### src/rtl/dual_servo_pwm_generator_defines.svh
// Assertion macros for the dual servo PWM generator.
// Needs clk and arst_n in the scope of the module that uses them.
`ifndef DUAL_SERVO_PWM_GENERATOR_DEFINES_SVH
`define DUAL_SERVO_PWM_GENERATOR_DEFINES_SVH

// Plain property, checked at every clock edge outside reset.
`define DSPG_ASSERT(label, prop, msg) \
	label: assert property (@(posedge clk) disable iff (!arst_n) (prop)) else $error(msg);

// Condition in one cycle implies a result in the next cycle.
`define DSPG_ASSERT_NEXT(label, pre, post, msg) \
	label: assert property (@(posedge clk) disable iff (!arst_n) (pre) |=> (post)) \
		else $error(msg);

`endif

### src/rtl/dspg_pkg.sv
// Shared types and constants of the dual servo PWM generator.
// No dependencies; used by the channel interfaces and the top level.
`default_nettype none

package dspg_pkg;

	localparam int ANGLE_W = 18;
	localparam int WRAP_W = 6;
	localparam int DELTA_W = 11;
	localparam int APB_ADDR_W = 3;
	localparam int APB_DATA_W = 32;

	localparam int COUNTER_BITS_DEF = 8;
	localparam int WIDTH_BITS_DEF = 11;

	localparam logic [WRAP_W-1:0] PERIOD_RESET = 6'd39;

	localparam logic signed [ANGLE_W-1:0] ANGLE_MIN = -18'sd90000;
	localparam logic signed [ANGLE_W-1:0] ANGLE_MAX = 18'sd90000;
	localparam logic [ANGLE_W-1:0] ANGLE_OFS = 18'd90000;

	localparam int PW_MIN = 50;
	localparam int PW_MAX = 1750;
	localparam int CENTER_WIDTH = 900;

	// floor(u * 1700 / 180000) as (u * MAP_MUL) >> MAP_SHIFT, exact for u <= 180000.
	localparam int MAP_MUL_W = 23;
	localparam logic [MAP_MUL_W-1:0] MAP_MUL = 23'd5070448;
	localparam int MAP_SHIFT = 29;
	localparam int MAP_PROD_W = ANGLE_W + MAP_MUL_W;

	// floor(d * 180000 / 1700) as (d * BACK_MUL) >> BACK_SHIFT, exact for d <= 1700.
	localparam int BACK_MUL_W = 23;
	localparam logic [BACK_MUL_W-1:0] BACK_MUL = 23'd6939106;
	localparam int BACK_SHIFT = 16;
	localparam int BACK_PROD_W = DELTA_W + BACK_MUL_W;

	typedef enum logic [1:0] {
		ACT_TICK     = 2'd0,
		ACT_SET_PAN  = 2'd1,
		ACT_SET_TILT = 2'd2
	} action_t;

	typedef enum logic [0:0] {
		REG_PERIOD_OVERFLOWS = 1'b0
	} reg_idx_t;

	// Everything the first stage hands to the result stage.
	typedef struct packed {
		logic               pan;
		logic               tilt;
		logic               start;
		logic               is_set;
		logic [DELTA_W-1:0] delta;
	} stage_t;

endpackage

`default_nettype wire

### src/rtl/dspg_channels_if.sv
// Valid/ready channel interfaces for command words and result words.
// Depends on dspg_pkg for the field widths.
`default_nettype none

interface dspg_cmd_if;
	logic                                valid;
	logic                                ready;
	logic [1:0]                          action;
	logic signed [dspg_pkg::ANGLE_W-1:0] angle_mdeg;

	modport source (output valid, action, angle_mdeg, input ready);
	modport sink (input valid, action, angle_mdeg, output ready);
endinterface

interface dspg_res_if;
	logic                                valid;
	logic                                ready;
	logic                                pan_pulse;
	logic                                tilt_pulse;
	logic                                period_start;
	logic signed [dspg_pkg::ANGLE_W-1:0] readback_mdeg;

	modport source (output valid, pan_pulse, tilt_pulse, period_start, readback_mdeg,
		input ready);
	modport sink (input valid, pan_pulse, tilt_pulse, period_start, readback_mdeg,
		output ready);
endinterface

`default_nettype wire

### src/rtl/dual_servo_pwm_generator.sv
// Top level of the dual servo PWM generator: counters, pulse levels, angle mapping.
// Depends on dspg_pkg, the channels in dspg_channels_if.sv and the assertion header.
//
// Usage: every word on cmd is either a timer tick or a set command for the pan or
// the tilt channel. Each accepted word yields exactly one word on res: both pin
// levels after the word, a period start flag, and on set commands the angle
// mapped back from the quantized pulse width (zero otherwise).
// Throughput is one word per clock while res is ready. An accepted command is
// registered in the first stage, and its result then in the output register of
// the result stage: the first stage updates the counters, levels and pending widths and
// does the angle-to-width multiply; the result stage does the width-to-angle
// multiply into the output register.
// When res stalls, the pipeline holds; cmd is still ready while the first stage is
// empty, so one more word is taken while a finished result waits.
// period_overflows is written through the APB port at byte address 0 and should
// only change while no command is in flight.
// Reset clears the counters, centers all widths at 900 ticks, drives both pins
// high, sets period_overflows to 39 and empties the pipeline.
`default_nettype none
`include "dual_servo_pwm_generator_defines.svh"

module dual_servo_pwm_generator #(
	parameter int COUNTER_BITS = dspg_pkg::COUNTER_BITS_DEF,
	parameter int WIDTH_BITS = dspg_pkg::WIDTH_BITS_DEF
) (
	input  wire logic                              clk,
	input  wire logic                              arst_n,
	dspg_cmd_if.sink                               cmd,
	dspg_res_if.source                             res,
	input  wire logic                              psel,
	input  wire logic                              penable,
	input  wire logic                              pwrite,
	input  wire logic [dspg_pkg::APB_ADDR_W-1:0]   paddr,
	input  wire logic [dspg_pkg::APB_DATA_W-1:0]   pwdata,
	output logic      [dspg_pkg::APB_DATA_W-1:0]   prdata,
	output logic                                   pready
);

	localparam int POS_W = dspg_pkg::WRAP_W + COUNTER_BITS;
	localparam int CMP_W = (POS_W > WIDTH_BITS) ? POS_W : WIDTH_BITS;

	// Configuration register.
	logic [dspg_pkg::WRAP_W-1:0] period_q;

	// Block state.
	logic [COUNTER_BITS-1:0]     tick_q, tick_d;
	logic [dspg_pkg::WRAP_W-1:0] wrap_q, wrap_d;
	logic [WIDTH_BITS-1:0]       pan_act_q, pan_act_d, tilt_act_q, tilt_act_d;
	logic [WIDTH_BITS-1:0]       pan_pend_q, pan_pend_d, tilt_pend_q, tilt_pend_d;
	logic                        pan_lvl_q, pan_lvl_d, tilt_lvl_q, tilt_lvl_d;

	// Pipeline.
	dspg_pkg::stage_t              st_d, st_s1;
	logic                          valid_s1, valid_s2;
	logic                          adv_s1, adv_s2, acc;
	logic                          pan_s2, tilt_s2, start_s2;
	logic [dspg_pkg::ANGLE_W-1:0]  rb_d, rb_s2;

	// Tick path.
	logic [COUNTER_BITS-1:0]     tick_inc;
	logic [dspg_pkg::WRAP_W-1:0] wrap_inc, wrap_nx;
	logic                        wrapped, start_nx;
	logic [WIDTH_BITS-1:0]       pan_act_nx, tilt_act_nx;
	logic [POS_W-1:0]            pos;
	logic                        pan_tick_lvl, tilt_tick_lvl;

	// Angle mapping.
	logic signed [dspg_pkg::ANGLE_W-1:0] a_sat;
	logic [dspg_pkg::ANGLE_W-1:0]        u;
	logic [dspg_pkg::MAP_PROD_W-1:0]     map_prod;
	logic [dspg_pkg::DELTA_W-1:0]        delta;
	logic [WIDTH_BITS-1:0]               width_new;
	logic [dspg_pkg::BACK_PROD_W-1:0]    back_prod;
	logic [dspg_pkg::ANGLE_W-1:0]        back_q;

	logic cfg_we;

	// Handshake: the result register frees itself when taken, the first stage
	// frees itself when it can move on.
	assign adv_s2 = !valid_s2 || res.ready;
	assign adv_s1 = !valid_s1 || adv_s2;
	assign cmd.ready = adv_s1;
	assign acc = cmd.valid && cmd.ready;

	// APB register port.
	assign pready = 1'b1;
	assign cfg_we = psel && penable && pwrite && pready &&
		(dspg_pkg::reg_idx_t'(paddr[2]) == dspg_pkg::REG_PERIOD_OVERFLOWS);

	always_comb begin
		case (dspg_pkg::reg_idx_t'(paddr[2]))
			dspg_pkg::REG_PERIOD_OVERFLOWS: prdata = dspg_pkg::APB_DATA_W'(period_q);
			default: prdata = '0;
		endcase
	end

	always_ff @(posedge clk or negedge arst_n) begin
		if (!arst_n) begin
			period_q <= dspg_pkg::PERIOD_RESET;
		end else if (cfg_we) begin
			period_q <= pwdata[dspg_pkg::WRAP_W-1:0];
		end
	end

	// Tick path. A zero period register compares as one, so every wrap starts
	// a period; a lowered register ends the period at the next wrap.
	assign tick_inc = tick_q + 1'b1;
	assign wrapped = (tick_inc == '0);
	assign wrap_inc = wrap_q + 1'b1;
	assign start_nx = wrapped && (wrap_inc >= period_q);
	assign wrap_nx = start_nx ? '0 : (wrapped ? wrap_inc : wrap_q);
	assign pan_act_nx = start_nx ? pan_pend_q : pan_act_q;
	assign tilt_act_nx = start_nx ? tilt_pend_q : tilt_act_q;
	assign pos = {wrap_nx, tick_inc};
	assign pan_tick_lvl = (start_nx || pan_lvl_q) && !(CMP_W'(pos) >= CMP_W'(pan_act_nx));
	assign tilt_tick_lvl = (start_nx || tilt_lvl_q) &&
		!(CMP_W'(pos) >= CMP_W'(tilt_act_nx));

	// Angle to width: saturate, offset to 0..180000, scale by 17/1800.
	always_comb begin
		if (cmd.angle_mdeg < dspg_pkg::ANGLE_MIN) begin
			a_sat = dspg_pkg::ANGLE_MIN;
		end else if (cmd.angle_mdeg > dspg_pkg::ANGLE_MAX) begin
			a_sat = dspg_pkg::ANGLE_MAX;
		end else begin
			a_sat = cmd.angle_mdeg;
		end
	end

	assign u = unsigned'(a_sat) + dspg_pkg::ANGLE_OFS;
	assign map_prod = dspg_pkg::MAP_PROD_W'(u) * dspg_pkg::MAP_PROD_W'(dspg_pkg::MAP_MUL);
	assign delta = map_prod[dspg_pkg::MAP_SHIFT +: dspg_pkg::DELTA_W];
	assign width_new = WIDTH_BITS'(delta) + WIDTH_BITS'(dspg_pkg::PW_MIN);

	// Next state and first-stage word.
	always_comb begin
		tick_d = tick_q;
		wrap_d = wrap_q;
		pan_act_d = pan_act_q;
		tilt_act_d = tilt_act_q;
		pan_pend_d = pan_pend_q;
		tilt_pend_d = tilt_pend_q;
		pan_lvl_d = pan_lvl_q;
		tilt_lvl_d = tilt_lvl_q;
		st_d.start = 1'b0;
		st_d.is_set = 1'b0;
		st_d.delta = delta;
		case (dspg_pkg::action_t'(cmd.action))
			dspg_pkg::ACT_TICK: begin
				tick_d = tick_inc;
				wrap_d = wrap_nx;
				pan_act_d = pan_act_nx;
				tilt_act_d = tilt_act_nx;
				pan_lvl_d = pan_tick_lvl;
				tilt_lvl_d = tilt_tick_lvl;
				st_d.start = start_nx;
			end
			dspg_pkg::ACT_SET_PAN: begin
				pan_pend_d = width_new;
				st_d.is_set = 1'b1;
			end
			dspg_pkg::ACT_SET_TILT: begin
				tilt_pend_d = width_new;
				st_d.is_set = 1'b1;
			end
			default: ;
		endcase
		st_d.pan = pan_lvl_d;
		st_d.tilt = tilt_lvl_d;
	end

	always_ff @(posedge clk or negedge arst_n) begin
		if (!arst_n) begin
			tick_q <= '0;
			wrap_q <= '0;
			pan_act_q <= WIDTH_BITS'(dspg_pkg::CENTER_WIDTH);
			tilt_act_q <= WIDTH_BITS'(dspg_pkg::CENTER_WIDTH);
			pan_pend_q <= WIDTH_BITS'(dspg_pkg::CENTER_WIDTH);
			tilt_pend_q <= WIDTH_BITS'(dspg_pkg::CENTER_WIDTH);
			pan_lvl_q <= 1'b1;
			tilt_lvl_q <= 1'b1;
		end else if (acc) begin
			tick_q <= tick_d;
			wrap_q <= wrap_d;
			pan_act_q <= pan_act_d;
			tilt_act_q <= tilt_act_d;
			pan_pend_q <= pan_pend_d;
			tilt_pend_q <= tilt_pend_d;
			pan_lvl_q <= pan_lvl_d;
			tilt_lvl_q <= tilt_lvl_d;
		end
	end

	// Result stage: width back to angle, scale by 1800/17 and remove the offset.
	assign back_prod = dspg_pkg::BACK_PROD_W'(st_s1.delta) *
		dspg_pkg::BACK_PROD_W'(dspg_pkg::BACK_MUL);
	assign back_q = back_prod[dspg_pkg::BACK_SHIFT +: dspg_pkg::ANGLE_W];
	assign rb_d = st_s1.is_set ? (back_q - dspg_pkg::ANGLE_OFS) : '0;

	always_ff @(posedge clk or negedge arst_n) begin
		if (!arst_n) begin
			valid_s1 <= 1'b0;
			valid_s2 <= 1'b0;
		end else begin
			if (adv_s1) begin
				valid_s1 <= cmd.valid;
			end
			if (adv_s2) begin
				valid_s2 <= valid_s1;
			end
		end
	end

	always_ff @(posedge clk) begin
		if (adv_s1) begin
			st_s1 <= st_d;
		end
		if (adv_s2) begin
			pan_s2 <= st_s1.pan;
			tilt_s2 <= st_s1.tilt;
			start_s2 <= st_s1.start;
			rb_s2 <= rb_d;
		end
	end

	assign res.valid = valid_s2;
	assign res.pan_pulse = pan_s2;
	assign res.tilt_pulse = tilt_s2;
	assign res.period_start = start_s2;
	assign res.readback_mdeg = signed'(rb_s2);

	// A new period starts at position zero, below every legal width.
	`DSPG_ASSERT(a_start_high,
		!(res.valid && res.period_start) || (res.pan_pulse && res.tilt_pulse),
		"period start word with a low pin")
	`DSPG_ASSERT(a_pend_range,
		(pan_pend_q >= WIDTH_BITS'(dspg_pkg::PW_MIN)) &&
		(pan_pend_q <= WIDTH_BITS'(dspg_pkg::PW_MAX)) &&
		(tilt_pend_q >= WIDTH_BITS'(dspg_pkg::PW_MIN)) &&
		(tilt_pend_q <= WIDTH_BITS'(dspg_pkg::PW_MAX)),
		"pending width out of range")
	`DSPG_ASSERT_NEXT(a_start_clears,
		acc && (dspg_pkg::action_t'(cmd.action) == dspg_pkg::ACT_TICK) && start_nx,
		(tick_q == '0) && (wrap_q == '0),
		"counters not cleared at period start")
	`DSPG_ASSERT(a_rb_range,
		!res.valid || ((res.readback_mdeg >= dspg_pkg::ANGLE_MIN) &&
		(res.readback_mdeg <= dspg_pkg::ANGLE_MAX)),
		"readback angle out of range")

endmodule

`default_nettype wire
### src/flat_wrapper.sv
// flat-port wrapper written by rule: the top's interface ports become plain ports
module dual_servo_pwm_generator_flat 
#(
	parameter int COUNTER_BITS = dspg_pkg::COUNTER_BITS_DEF,
	parameter int WIDTH_BITS = dspg_pkg::WIDTH_BITS_DEF
)
  (clk, arst_n, psel, penable, pwrite, paddr, pwdata, prdata, pready, cmd_valid, cmd_action, cmd_angle_mdeg, cmd_ready, res_valid, res_pan_pulse, res_tilt_pulse, res_period_start, res_readback_mdeg, res_ready);
  dspg_cmd_if cmd_i ();
  dspg_res_if res_i ();
  input  wire logic clk;
  input  wire logic arst_n;
  input  wire logic psel;
  input  wire logic penable;
  input  wire logic pwrite;
  input  wire logic [dspg_pkg::APB_ADDR_W-1:0] paddr;
  input  wire logic [dspg_pkg::APB_DATA_W-1:0] pwdata;
  output logic      [dspg_pkg::APB_DATA_W-1:0] prdata;
  output logic pready;
  input wire logic [$bits(cmd_i.valid)-1:0] cmd_valid;
  input wire logic [$bits(cmd_i.action)-1:0] cmd_action;
  input wire logic [$bits(cmd_i.angle_mdeg)-1:0] cmd_angle_mdeg;
  output wire logic [$bits(cmd_i.ready)-1:0] cmd_ready;
  output wire logic [$bits(res_i.valid)-1:0] res_valid;
  output wire logic [$bits(res_i.pan_pulse)-1:0] res_pan_pulse;
  output wire logic [$bits(res_i.tilt_pulse)-1:0] res_tilt_pulse;
  output wire logic [$bits(res_i.period_start)-1:0] res_period_start;
  output wire logic [$bits(res_i.readback_mdeg)-1:0] res_readback_mdeg;
  input wire logic [$bits(res_i.ready)-1:0] res_ready;
  assign cmd_i.valid = cmd_valid;
  assign cmd_i.action = cmd_action;
  assign cmd_i.angle_mdeg = cmd_angle_mdeg;
  assign cmd_ready = cmd_i.ready;
  assign res_valid = res_i.valid;
  assign res_pan_pulse = res_i.pan_pulse;
  assign res_tilt_pulse = res_i.tilt_pulse;
  assign res_period_start = res_i.period_start;
  assign res_readback_mdeg = res_i.readback_mdeg;
  assign res_i.ready = res_ready;
  dual_servo_pwm_generator #(.COUNTER_BITS(COUNTER_BITS), .WIDTH_BITS(WIDTH_BITS)) u_core (.clk(clk), .arst_n(arst_n), .cmd(cmd_i), .res(res_i), .psel(psel), .penable(penable), .pwrite(pwrite), .paddr(paddr), .pwdata(pwdata), .prdata(prdata), .pready(pready));
endmodule
### config.mk
export PLATFORM = sky130hd
export DESIGN_NAME = dual_servo_pwm_generator_flat
export DESIGN_NICKNAME = d
export VERILOG_FILES = /design/src/rtl/dspg_pkg.sv /design/src/rtl/dspg_channels_if.sv /design/src/rtl/dual_servo_pwm_generator.sv /design/src/flat_wrapper.sv
export VERILOG_INCLUDE_DIRS = /design/src /design/src/rtl
export SDC_FILE = /design/constraint.sdc
export NUM_CORES = 1
export LEC_CHECK = 0
export BUFFER_PORTS_ARGS = -buffer_cell sky130_fd_sc_hd__clkbuf_2
export CAP_MARGIN = 20
export CORE_MARGIN = 2
export CORE_UTILIZATION = 36
export CTS_CLUSTER_SIZE = 30
export DETAILED_ROUTE_END_ITERATION = 10
export HOLD_SLACK_MARGIN = 0.12
export PLACE_DENSITY_LB_ADDON = 0.05
export SYNTH_ARGS = -nofsm -noshare
export SYNTH_HDL_FRONTEND = slang
export SYNTH_SLANG_ARGS = --single-unit
### constraint.sdc
create_clock -name clk -period 17.1 [get_ports clk]
set_input_delay 1.71 -clock clk [delete_from_list [all_inputs] [get_ports clk]]
set_output_delay 1.71 -clock clk [all_outputs]
set_load 0.1 [all_outputs]
[After elaboration in Yosys (flattened, before gate mapping)]
Index checks and enable logic that the tools add are counted.
Cells by class
  $add $sub $neg: 5
  multiply operators: 2
  divide/modulo/power cells: 0
  $lt $le $gt $ge: 5
  equal/unequal tests: 2
  shifts and indexed selects: 0
  multiplexer cells: 10
  bitwise logic cells: 1
  reductions and logical operators: 21
Operators by type and width (count)
  18-bit by 19-bit multiplier with 36-bit output (second input constant): 1
  18-bit two-way mux: 2
  11-bit by 22-bit multiplier with 33-bit output (second input constant): 1
  14-bit by 11-bit >= comparator with 1-bit output: 2
  11-bit two-way mux: 2
  18-bit by 17-bit adder with 18-bit output (second input constant): 1
  18-bit greater-than comparator (second input constant): 1
  18-bit < comparator (second input constant): 1
  6-bit two-way mux: 3
  18-bit by 17-bit subtractor with 18-bit output (second input constant): 1
  11-bit by 6-bit adder with 11-bit output (second input constant): 1
  8-bit by 1-bit adder with 8-bit output (second input constant): 1
  8-bit zero test: 1
  1-bit logical AND: 7
  6-bit by 1-bit adder with 6-bit output (second input constant): 1
  6-bit >= comparator: 1
  2-bit AND reduction: 3
  1-bit zero test: 4
  1-bit logical OR: 4
  1-bit two-way mux: 3
  2-bit by 1-bit == test with 1-bit output (second input constant): 1
  2-bit == test (second input constant): 1
  2-bit zero test: 1
  2-bit OR reduction: 1
  1-bit NOT: 1
Storage, ports and cells
  register bits: 104
  latch bits: 0
  RAM bits: 0
  memory bits (read-only): 0
  output and inout port bits: 56
  memories kept: 0

[Logic depth before layout (Yosys ltp)]
Gate-level depths: netlist of run 1.
  word-level depth: 8
  gate-level depth with buffers: 38
  gate-level depth less buffers: 36

[Worst setup path after synthesis of run 1]
OpenSTA, ideal clock, no wires.
  kind: input to register
  start point: in cmd_angle_mdeg[13]
  end point: reg u_core.pan_pend_q[9]
  arrival: 10.986 ns
  required time: 17.018 ns
  slack: 6.032 ns
  stages: 34
  buffers on the path: 2
  cells stage by stage: or4b_1 > or4_1 > and2_1 > clkbuf_1 > or3_1 > ha_1 > inv_1 > o22ai_1 > o21a_1 > o211ai_1 > o21ai_1 > xnor2_1 > fa_1 > fa_1 > fa_1 > inv_1 > fa_1 > inv_1 > fa_1 > fa_1 > inv_1 > ha_1 > nand4_1 > or3_1 > clkbuf_1 > o41ai_1 > o2bb2ai_1 > xor2_1 > ha_1 > inv_1 > o32ai_1 > o2111ai_1 > xnor2_1 > mux2_2
Between the ends
  cells in the longest elaborated chain, start to end: 6
RTL lines
  start: declaration: RTL line flat_wrapper.sv:21  | input wire logic [$bits(cmd_i.angle_mdeg)-1:0] cmd_angle_mdeg;
  18-bit greater-than comparator: RTL line dual_servo_pwm_generator.sv:123  | end else if (cmd.angle_mdeg > dspg_pkg::ANGLE_MAX) begin
  18-bit two-way mux: RTL line dual_servo_pwm_generator.sv:123
  18-bit two-way mux *: RTL line dual_servo_pwm_generator.sv:121  | if (cmd.angle_mdeg < dspg_pkg::ANGLE_MIN) begin
  18-bit by 17-bit adder with 18-bit output *: RTL line dual_servo_pwm_generator.sv:130  | assign u = unsigned'(a_sat) + dspg_pkg::ANGLE_OFS;
  18-bit by 19-bit multiplier with 36-bit output *: RTL line dual_servo_pwm_generator.sv:131  | assign map_prod = dspg_pkg::MAP_PROD_W'(u) * dspg_pkg::MAP_PROD_W'(dspg_pkg::MAP_MUL);
  net u_core.map_prod (one bit): RTL line dual_servo_pwm_generator.sv:70  | logic [dspg_pkg::MAP_PROD_W-1:0] map_prod;
  11-bit by 6-bit adder with 11-bit output *: RTL line dual_servo_pwm_generator.sv:133  | assign width_new = WIDTH_BITS'(delta) + WIDTH_BITS'(dspg_pkg::PW_MIN);
  end signal: assignment: RTL line dual_servo_pwm_generator.sv:178  | pan_pend_q <= WIDTH_BITS'(dspg_pkg::CENTER_WIDTH);
  end signal: assignment: RTL line dual_servo_pwm_generator.sv:187  | pan_pend_q <= pan_pend_d;
  end: declaration: RTL line dual_servo_pwm_generator.sv:49  | logic [WIDTH_BITS-1:0] pan_pend_q, pan_pend_d, tilt_pend_q, tilt_pend_d;
The timed path passes the listed nets; every way through them passes the cells marked *.
A chain may end at the register's enable or synchronous reset.

[Final worst setup path of run 1]
Ends and elaborated chain as after synthesis.

==> reports/metrics.cfg, run 1 <==
[worst_setup_path]
cpMaxStageDelayCell=o22ai_1
cp_max_fo=8
crit_arrival_ps=12360
worstSetupPathType=in2reg
rr_startpoint=u_core.st_s1[8]
max_stage_delay_ps=570
rr_endpoint=u_core.res.readback_mdeg[16]
startpoint_type=primary input
crit_path_frequent_cell=inv_1
reg2reg_slack_ps=9620
reg2reg_depth=19
cp.required_ps=17380
endpoint_kind=flop

[synth]
netlist_area_mm2=0.0160
synth_cell_types=74
synth_flop_cell=dfrtp_1
yosysSeqAreaShare_pct=17.5
yosys_warnings=0
synth_top_area_cell=fa_1
ys_top_cells_by_area=fa_1, ha_1, inv_1, dfrtp_1, edfxtp_1
syn_area_per_cell_um2=9.73
synth_edf_count=36
ys_ff_latch=104
synthCells=1649
synth_top_area_share_pct=23.5
synth_async_sr_flop_share_pct=65.4

[grt]
grt_pass1_vias=11800
grt-ovfl-total=0
grt_max_degree=69
grt_pass1_wl_um=62700
grtUsageTotal_pct=17.0
grt_antenna_before_repair=0

[sta]
finalSetupViolCount=0
skew_ps=19.9
relSlewSlack_pct=32.8
fmaxAchievable_ghz=0.0828
slew_viol_final=0
fin_setup_tns_ps=0
period_share_pct=70.6
tightest_slew_ps=1010
min_period_ps=12080
rsz0062_at_grt=false
hold_viol_final=0

[floorplanning]
die_w_um=215
io_pins=118
die_area_mm2=0.0463
coreArea_mm2=0.0441
rows=77
die_h_um=215
start_util_pct=36.3

[worst_hold_path]
hp-start=u_core.st_s1[12]
hold_class=reg2reg
hold_depth=0
min_to=u_core.res.period_start

[cells_and_area]
final_layout_size_suffix_gt1_share_pct=9.16
fin_nets=2226
mostFrequentLayoutCell=inv_1
diodes=0
seqCellArea_mm2=0.00281
fillCellCount=4512
syn_to_final_growth_pct=7.29
utilization_pct=39.0
multi_input_area_mm2=0.0118
final_cell_mix=inv_1, ha_1, fa_1

[clocking]
numCtsBuffers=9
clkLatencyLatePin_ps=370
htreeDepth=3
cts_resized=0
cts.sinks=104
cts_buffer_depth=2
ctsHoldBuffers=0
post_cts_buffers=0
cts_tree=built
clockRootBuffer=clkbuf_16
path_clk_slew_ps=70

[routing]
avgViaCountPerCell=4.79
drtIter0Drc=419
wire_per_inst_um=16.5
drc=0
first_pass_iters=4
num_vias=11000
wl_um=37800
ant_nets=0

[placement]
hpwlAfterDp_um=33100
port_buffers=62
place.gp.congestion=0.843

[run]
cap_violations=0

[run_status]
status=finished clean

Yosys cell counts, drive strengths merged (4+ instances only):
master and instances:
o211ai 7, nand2 95, or2 8, mux2i 24
nand3 36, inv 325, a211o 8, o31ai 8
ha 278, a21oi 54, dfrtp 46, nand4 12
xnor2 46, nand2b 14, a21o 29, o21a 12
or4 5, a311oi 4, and2 11, nor2b 6
nor2 69, mux2 30, a31oi 9, nor3 11
and3 18, or3 10, o21ai 71, dfstp 22
o22ai 4, fa 188, xor2 23, o21bai 4
a211oi 9, a221oi 5, buf 30, nor4 6
clkbuf 25, a221o 4, edfxtp 36
flip-flops by register name (all words and copies together) (netlist names):
name	cells
u_core.pan_act_q	11
u_core.res.valid	1
u_core.res.readback_mdeg	18
u_core.st_s1	15
u_core.valid_s1	1
u_core.res.pan_pulse	1
u_core.pan_lvl_q	1
u_core.period_q	6
u_core.res.tilt_pulse	1
u_core.wrap_q	6
u_core.pan_pend_q	11
u_core.tilt_pend_q	11
u_core.res.period_start	1
u_core.tick_q	8
u_core.tilt_lvl_q	1
u_core.tilt_act_q	11
cell families after synthesis:
| group | Yosys count | share of synthesized area (%) |
|---|---|---|
| DFF | 104 | 17.5 |
| muxes | 54 | 3.60 |
| and+or+nand+nor | 316 | 9.70 |
| buffers and inverters | 380 | 9.55 |
| adders and majority gates | 466 | 45.2 |
| other | 2 | 0.0468 |
| AOI/OAI and AO/OA | 258 | 10.7 |
| xor gates and xnor gates | 69 | 3.77 |
layout make-up:
cell class | instances | area share, %
Timing Repair Buffer | 68 | 2.06
Clock buffer | 9 | 1.31
Tap cell | 592 | 4.30
Inverter | 325 | 7.09
Sequential cell | 104 | 16.3
Multi-Input combinational cell | 1190 | 68.5
Clock inverter | 7 | 0.364
layer usage:
layer	vias up	wire (um)	global-route usage (%)
li1	5558	-	-
met1	5249	18000	22.3
met2	140	18200	29.8
met3	45	620	1.47
met4	0	1020	5.31
met5	-	0	0
how the worst max path moves through the flow:
| stage | end | depth (start not counted) | start | slack (ps) |
|---|---|---|---|---|
| 2_1_floorplan | u_core.pan_pend_q[9] | 34 | cmd_angle_mdeg[13] | 6030 |
| 3_3_place_gp | u_core.pan_pend_q[9] | 34 | cmd_angle_mdeg[13] | 4640 |
| 3_5_place_dp | u_core.pan_pend_q[9] | 34 | cmd_angle_mdeg[13] | 4560 |
| 4_1_cts | u_core.pan_pend_q[9] | 34 | cmd_angle_mdeg[13] | 4940 |
| 5_1_grt | u_core.pan_pend_q[9] | 34 | cmd_angle_mdeg[13] | 4390 |
| 6_report | u_core.pan_pend_q[9] | 34 | cmd_angle_mdeg[13] | 5020 |
worst max-delay path, delay by kind of cell:
family                     cells  cell delay (ps)
AOI/OAI and AO/OA              8             2700
xor gates and xnor gates       2              560
adders and majority gates      9             3950
buffers and inverters          7              570
muxes                          1              300
and+or+nand+nor                7             2550
metrics by stage:
step           setup slack (ps)  area [um^2]  hold WS (ps)  instances
3_3_place_gp               4640        16900           401       2279
4_1_cts                    4940        17200           424       2295
6_report                   5020        17200           421       2295
5_1_grt                    4390        17200           435       2295
3_5_place_dp               4560        16900           406       2279
2_1_floorplan              6030        16100           400       1674
Power of run 1 is not shown: default switching activity piles up to over one toggle a cycle in this logic, so the estimate is an artifact.
==> run 2: changes to the inputs <==
ABC_AREA = 1   (was not set)
clock period = 10.7 ns   (was 17.1 ns; I/O delays follow)
==> run 2 against run 1 <==
Net effect:
- first-iteration DRC count is 6.9% higher
- critical endpoint is now u_core.tilt_pend_q[10]
- synthesized area increased by 3.4%
- critical path type unchanged
- register-to-register slack got worse by 5000 ps
- critical path depth grew 12
- flip-flop and latch count unchanged
- highest routed layer unchanged
==> reports/metrics.cfg, run 2 <==
[run_status]
status=finished clean

[floorplanning]
start_util_pct=36.5  ; +0.13 points
die_area_mm2=0.0478  ; +3.4%
die_w_um=219  ; +1.7%
die_h_um=219  ; +1.7%
coreArea_mm2=0.0455  ; +3.1%
io_pins=118  ; unchanged
rows=78  ; +1.3%

[sta]
period_share_pct=84.5
min_period_ps=9040
tightest_slew_ps=928  ; -80.2 ps
hold_viol_final=0  ; unchanged
skew_ps=11.0  ; -8.83 ps
finalSetupViolCount=0  ; unchanged
fmaxAchievable_ghz=0.111
relSlewSlack_pct=38.1  ; +5.3 points
rsz0062_at_grt=false
fin_setup_tns_ps=0  ; unchanged
setup_ws_ps=1660  ; -3360 ps
slew_viol_final=0  ; unchanged

[worst_setup_path]
max_stage_delay_ps=670  ; +100 ps
worstSetupPathType=in2reg
rr_startpoint=u_core.st_s1[8]
crit_path_frequent_cell=nand2_1
cpMaxStageDelayCell=fa_1
cp.required_ps=10940  ; -6440 ps
crit_start=cmd_angle_mdeg[16]
crit_arrival_ps=9280  ; -3080 ps
endpoint_kind=flop
reg2reg_depth=19  ; unchanged
reg2reg_slack_ps=4610  ; -5010 ps
startpoint_type=primary input
crit_end=u_core.tilt_pend_q[10]
cp_max_fo=16  ; +8
rr_endpoint=u_core.res.readback_mdeg[17]

[routing]
top_layer=met4
drtIter0Drc=448  ; +6.9%
routedLengthMet1_um=18300  ; +2.1%
wire_per_inst_um=15.2  ; -7.9%
wl_um=40300  ; +6.5%
routed-wl-met3_um=585  ; -5.6%
wl_met2_um=20800  ; +14%
ant_nets=0  ; unchanged
avgViaCountPerCell=4.60  ; -3.9%
drc=0  ; unchanged
first_pass_iters=5  ; +1
num_vias=12200  ; +11%

[synth]
synth.most_common_cell=inv_1
ys_ff_latch=104  ; unchanged
synth_async_sr_flop_share_pct=65.4  ; unchanged
synth_cell_types=57  ; -23%
synth_top_area_share_pct=22.7  ; -0.78 points
syn_area_per_cell_um2=8.35  ; -14%
ys_top_cells_by_area=fa_1, ha_1, inv_1, nand2_1, dfrtp_1
synth_flop_cell=dfrtp_1
netlist_area_mm2=0.0166  ; +3.4%
synth_edf_count=36  ; unchanged
synth_top_area_cell=fa_1
synthTopCellsByCount=inv_1, nand2_1, ha_1, fa_1, nor2_1
yosys_warnings=0  ; unchanged
synthCells=1987  ; +20%
yosysSeqAreaShare_pct=16.9  ; -0.58 points

[cells_and_area]
reg.largest.list=u_core.res.readback_mdeg: 18 flops, u_core.st_s1: 15 flops
final_layout_size_suffix_gt1_share_pct=7.26  ; -1.9 points
utilization_pct=39.2  ; +0.20 points
syn_to_final_growth_pct=7.45
top_register=u_core.res.readback_mdeg
fillCellCount=4787  ; +6.1%
final_cell_mix=inv_1, nand2_1, ha_1
diodes=0  ; unchanged
fin_nets=2576  ; +16%
largest_reg_flops=18  ; unchanged
mostFrequentLayoutCell=inv_1

[clocking]
ctsHoldBuffers=0  ; unchanged
htreeDepth=3  ; unchanged
cts_tree=built
clkLatencyLatePin_ps=360  ; about the same
path_clk_slew_ps=80  ; about the same
cts_resized=0  ; unchanged
post_cts_buffers=0  ; unchanged
clockRootBuffer=clkbuf_16
cts_buffer_depth=2  ; unchanged
numCtsBuffers=9  ; unchanged
cts.sinks=104  ; unchanged

[placement]
place.gp.congestion=0.878  ; +4.1%
dpl_worst_slack_ps=1210  ; -3360 ps
hpwlAfterDp_um=35500  ; +7.1%
port_buffers=62  ; unchanged

[worst_hold_path]
hold_depth=0  ; unchanged
hold_class=reg2reg
hp-start=u_core.st_s1[14]

[grt]
grt-ovfl-total=0  ; unchanged
grt_antenna_before_repair=0  ; unchanged
grt_pass1_vias=13000  ; +9.8%
grt_pass1_wl_um=67500  ; +7.7%
grtUsageTotal_pct=17.9  ; +0.84 points
grt_max_degree=69  ; unchanged

[run]
cap_violations=0  ; unchanged

[run 2: final cells by class]
class | instances | area (um^2) | share of cell area [%]
Clock buffer | 9 | 225 | 1.26
Clock inverter | 7 | 87.6 | 0.491
Inverter | 466 | 1750 | 9.82
Multi-Input combinational cell | 1397 | 11800 | 66.4
Sequential cell | 104 | 2810 | 15.8
Tap cell | 600 | 751 | 4.21
Timing Repair Buffer | 70 | 370 | 2.08
[run 2: how the worst min path moves through the flow]
| stage | end | slack, ps |
|---|---|---|
| final | u_core.res.pan_pulse | 430 |
| after global routing | u_core.res.tilt_pulse | 440 |
| after CTS | u_core.res.pan_pulse | 420 |
| after detailed placement | u_core.res.period_start | 410 |
| after global placement | u_core.res.period_start | 400 |
| after floorplan | u_core.res.pan_pulse | 400 |
[run 2: kinds of logic after synthesis]
group | Yosys count | share of synthesized area [%]
compound gates | 251 | 8.39
xor+xnor | 38 | 2.05
fa+ha+maj | 466 | 43.7
buf+inv | 511 | 12.3
flops | 104 | 16.9
mux | 14 | 0.845
other cells | 2 | 0.0453
simple gates | 601 | 15.8
[run 2: through the flow]
| stage | instance area [um^2] | hold WS [ps] | cells |
|---|---|---|---|
| after CTS | 17800 | 422 | 2653 |
| final | 17800 | 425 | 2653 |
| after floorplan | 16700 | 400 | 2012 |
| after detailed placement | 17500 | 409 | 2637 |
| after global routing | 17800 | 439 | 2653 |
| after global placement | 17500 | 405 | 2637 |
[run 2: metal layers]
layer	global-route usage, %	vias to the layer above
met5	0	-
met3	1.20	30
li1	-	6324
met4	2.95	0
met1	22.7	5727
met2	33.6	131
[run 2: worst max-delay path, delay by kind of cell]
| kind | cells | cell delay (ps) |
|---|---|---|
| adder cells (fa/ha/maj) | 8 | 3990 |
| buffers and inverters | 10 | 840 |
| AND/OR/NAND/NOR | 27 | 3210 |
| XOR/XNOR | 1 | 140 |
Power of run 2 is left out for the same reason.
